<file path="src/hdl/kat_pkg.sv">
// shared types, codes and helpers for the keyed accumulator table
`timescale 1ns / 1ps

package kat_pkg;

	// default sizing
	localparam int unsigned ENTRIES_DEF   = 256;
	localparam int unsigned KEY_CHARS_DEF = 4;

	// fixed field widths
	localparam int unsigned KEY_W    = 32;
	localparam int unsigned AMOUNT_W = 32;
	localparam int unsigned SLOT_W   = 8;
	localparam int unsigned KIND_W   = 2;
	localparam int unsigned STATUS_W = 2;
	localparam int unsigned KEY_BYTES = KEY_W / 8;

	// request kinds
	typedef enum logic [KIND_W-1:0] {
		KIND_READ  = 2'd0,
		KIND_WRITE = 2'd1,
		KIND_ADD   = 2'd2,
		KIND_CLEAR = 2'd3
	} kind_t;

	// result status codes
	typedef enum logic [STATUS_W-1:0] {
		STAT_HIT      = 2'd0,
		STAT_INSERTED = 2'd1,
		STAT_FULL     = 2'd2,
		STAT_CLEARED  = 2'd3
	} status_t;

	// controller states
	typedef enum logic [1:0] {
		S_IDLE,
		S_SEARCH,
		S_UPDATE
	} state_t;

	// controller to datapath
	typedef struct packed {
		logic accept;
		logic issue;
		logic take_hit;
		logic update;
	} cmd_t;

	// datapath to controller
	typedef struct packed {
		logic is_clear;
		logic hit;
		logic at_end;
		logic exhausted;
		logic out_free;
	} sts_t;

	// key ends at its first zero character, only the first chars count
	function automatic logic [KEY_W-1:0] key_normalize(input logic [KEY_W-1:0] raw,
			input int unsigned chars);
		logic [KEY_W-1:0] res;
		logic             ended;
		res   = '0;
		ended = 1'b0;
		for (int i = 0; i < KEY_BYTES; i++) begin
			if (i < chars && !ended && raw[8*i +: 8] != 8'd0) begin
				res[8*i +: 8] = raw[8*i +: 8];
			end else begin
				ended = 1'b1;
			end
		end
		return res;
	endfunction

endpackage

</file>
<file path="src/hdl/kat_ctrl.sv">
// controller state machine for the keyed accumulator table
`timescale 1ns / 1ps

module kat_ctrl (
	input  logic          clk,
	input  logic          arst_n,
	input  logic          in_valid,
	output logic          in_ready,
	input  kat_pkg::sts_t sts,
	output kat_pkg::cmd_t cmd
);
	import kat_pkg::*;

	state_t state_q;
	state_t state_nxt;

	// state register
	always_ff @(posedge clk or negedge arst_n) begin
		if (!arst_n) begin
			state_q <= S_IDLE;
		end else begin
			state_q <= state_nxt;
		end
	end

	// next state
	always_comb begin
		state_nxt = state_q;
		unique case (state_q)
			S_IDLE: begin
				if (in_valid) begin
					state_nxt = S_SEARCH;
				end
			end
			S_SEARCH: begin
				if (sts.is_clear || sts.hit || sts.exhausted) begin
					state_nxt = S_UPDATE;
				end
			end
			S_UPDATE: begin
				if (sts.out_free) begin
					state_nxt = S_IDLE;
				end
			end
			default: state_nxt = S_IDLE;
		endcase
	end

	// command outputs
	always_comb begin
		cmd      = '0;
		in_ready = 1'b0;
		unique case (state_q)
			S_IDLE: begin
				in_ready   = 1'b1;
				cmd.accept = in_valid;
			end
			S_SEARCH: begin
				cmd.take_hit = sts.hit && !sts.is_clear;
				cmd.issue    = !sts.is_clear && !sts.hit && !sts.at_end;
			end
			S_UPDATE: begin
				cmd.update = sts.out_free;
			end
			default: begin
				cmd = '0;
			end
		endcase
	end

endmodule

</file>
<file path="config.mk">
export PLATFORM = sky130hd
export DESIGN_NAME = kat_ctrl
export DESIGN_NICKNAME = d
export VERILOG_FILES = /design/src/hdl/kat_pkg.sv /design/src/hdl/kat_ctrl.sv
export SDC_FILE = /design/constraint.sdc
export NUM_CORES = 1
export LEC_CHECK = 0
export BUFFER_PORTS_ARGS = -buffer_cell sky130_fd_sc_hd__buf_2
export CAP_MARGIN = 15
export CORE_AREA = 2 2 39 41
export DETAILED_ROUTE_END_ITERATION = 8
export DIE_AREA = 0 0 41 43
export PLACE_DENSITY = 0.3
export SETUP_SLACK_MARGIN = 0.5
export SLEW_MARGIN = 10
export SYNTH_ARGS = -nofsm -noshare
export SYNTH_HDL_FRONTEND = slang
export SYNTH_SLANG_ARGS = --single-unit
</file>
<file path="constraint.sdc">
create_clock -name clk -period 1.1 [get_ports clk]
set_clock_uncertainty 0.2 [all_clocks]
set_input_delay 0.055 -clock clk [delete_from_list [all_inputs] [get_ports clk]]
set_output_delay 0.055 -clock clk [all_outputs]
set_load 0.02 [all_outputs]
</file>
==> qor.yml <==
outcome: "finished, violations left"
violations: "negative hold slack, negative setup slack"
worstPathArrival_ns: 1.09
syn-cell-area_sq_um: 126
dp_hpwl_um: 374
p_per_area_nw_per_um2: 2140
synth_compound_area_share_pct: 8.91
crit_fanout: 4
hold_path_end: "state_q[1]$_DFFE_PN0P_"
drc: 0
clkSinkCount: 2
cts_made_buffers: 3
cap_viol_max_count: 0
finalCritPeriodShare_pct: 122
reg.largest.list: "state_q (2)"
rsz0062_at_grt: "yes"
vias: 201
power_mw: 0.874
grt_pass1_vias: 237
r2r_slack_ns: -0.17
viasPerCell: 3.65
synth_adder_area_share_pct: 0
synth_seq_area_share_pct: 39.6
cp_slowest_cell: "dfrtp_2"
critPathTopFamily: "flip-flops"
rows: 14
yosys.area.top_type: "dfrtp_1"
area_growth_pct: 223
start_kind: "flip-flop"
io-pin-count: 13
path_depth: 4
worst_pin_slew_ns: 0.235
postRouteAntennaNets: 0
grt_antenna_before_repair: 0
drt-total-wl_um: 461
finalNetCount: 49
ys_types: 11
fmax_mhz: 742
die_width_um: 41
r2r_cells: 2
synth_nets: 23
hold_path.class: "primary input to flip-flop"
slew_headroom_pct: 84.2
peakVddDrop_uv: 707
required_ns: 0.84
cts_max_path_buffers: 2
timing.rr.start: "state_q[0]$_DFFE_PN0P_"
path_cells: "buf_6, nor2_4, and2_4, buf_6"
clk-insertion-delay-late_ns: 0.22
ys_ff_latch: 2
start_util_pct: 9.13
cts_htree_levels: 1
cts_tree: "built"
grt_max_degree: 5
hold_viol_final: 4
critical_path_class: "flip-flop to primary output"
track_usage_pct: 7.93
min_path_cells: 2
synthMuxAreaShare_pct: 0
setup_slack_ns: -0.247
yosys_warnings: 0
instances_no_fill: 55
hp-start: "sts[0]"
fin_hold_ws_ns: -0.141
clk_pin_slew_ns: 0.03
pre_cts_ws_ns: -0.134
layout-drive-gt1-share_pct: 82.1
synth.avg_cell_area_sq_um: 8.42
synth-xor-area-share_pct: 0
finalMaxSlewViolations: 0
yosys-top-cells-area: "dfrtp_1 40%, nand2b_1 15%, or4b_1 7.9%"
max_stage_delay_ns: 0.43
finalSetupViolCount: 7
gp_congestion: 0.649
cts_root_buf: "clkbuf_4"
synthCells: 15
portBuffers: 12
dr.pass1.iters: 1
place_inst: 48
die_h_um: 43
overflow: 0
drt-initial-drc-count: 0
top_register: "state_q"
die_area_sq_um: 1760
power_leakage_nw: 0.190
period_needed_ns: 1.35
core_sq_um: 1380
crit_buf_inv: 2
synth_simple_gate_area_share_pct: 48.5
largest_reg_flops: 2
ctsHoldBuffers: 1
synth_top_family_by_area: "simple AND/OR/NAND/NOR gates"
wl_per_cell_um: 8.38
end_kind: "primary output"
path_common_cell: "buf_6"
grt_pass1_wl_um: 855
n_antenna_cell: 0
r2r_end: "state_q[0]$_DFFE_PN0P_"
yosysTopAreaCellShare_pct: 39.6
-- cell families after synthesis --
| kind of cell | count (synthesis) |
|---|---|
| simple gates | 10 |
| compound gates | 2 |
| buf+inv | 1 |
| flops | 2 |
-- through the flow --
stage | cell area [sq um] | hold slack (ns) | TNS [ns] | utilization, %
6_report | 408 | -0.141 | -1.24 | 29.5
5_1_grt | 408 | -0.143 | -1.51 | 29.5
4_1_cts | 383 | -0.152 | -1.30 | 27.7
3_5_place_dp | 282 | -0.358 | -0.479 | 20.3
3_3_place_gp | 282 | -0.357 | -0.469 | 20.3
2_1_floorplan | 164 | -0.441 | -0.247 | -
-- timing repair --
item                                    4_1_cts  5_1_grt
endpoints found under the hold margin         4        4
buffers inserted                              1        2
pin swaps                                     2        0
endpoints found under the setup margin        7        7
resized for setup                            17        3
-- how the worst max path moves through the flow --
stage                            from                      to  slack (ns)
2_1_floorplan  state_q[0]$_DFFE_PN0P_  state_q[0]$_DFFE_PN0P_       -0.09
3_3_place_gp   state_q[0]$_DFFE_PN0P_  state_q[0]$_DFFE_PN0P_       -0.17
3_5_place_dp   state_q[0]$_DFFE_PN0P_  state_q[0]$_DFFE_PN0P_       -0.13
4_1_cts        state_q[0]$_DFFE_PN0P_                  cmd[3]       -0.27
5_1_grt        state_q[0]$_DFFE_PN0P_                  cmd[3]       -0.28
6_report       state_q[0]$_DFFE_PN0P_                  cmd[3]       -0.25
-- power breakdown --
part,switching (mW),internal (mW),leakage [nW]
clock,0.0361,0.120,0.0138
combinational,0.229,0.353,0.152
sequential,0.0307,0.105,0.0243
total,0.296,0.578,0.190
-- metal layers --
metal / GRT usage, % / up-vias / share of wire, %
met5: 0 / - / 0
met4: 8.00 / 0 / 0
met3: 4.71 / 0 / 3.5
met2: 11.3 / 5 / 58
met1: 7.07 / 95 / 38
li1: - / 101 / -
-- final cells by class --
type	count	area, sq um
repair buffers	21	173
multi-input cells	12	138
well taps	16	20.0
inverters	1	3.75
fillers	161	976
clock buffers	3	22.5
flip-flops and latches	2	51.3
-- cells in the final DEF (no fill, tap or decap) --
master         n
buf_6          8
buf_2          7
buf_4          5
clkbuf_4       3
nand2b_4       2
nor2_4         2
nor3b_4        1
and2_4         1
inv_1          1
nor4_4         1
nor3_1         1
o22ai_2        1
or4b_1         1
nand2b_1       1
a21oi_1        1
dlygate4sd3_1  1
dfrtp_2        1
dfrtp_1        1
-- Yosys cell counts, drive strengths merged --
library cell and instances:
and2 1, nor2 2, a21oi 1, nand2b 3, or4b 1, nor3b 1, inv 1, nor3 1
nor4 1, o22ai 1, dfrtp 2
No activity file was read; power rests on OpenSTA's default activity.
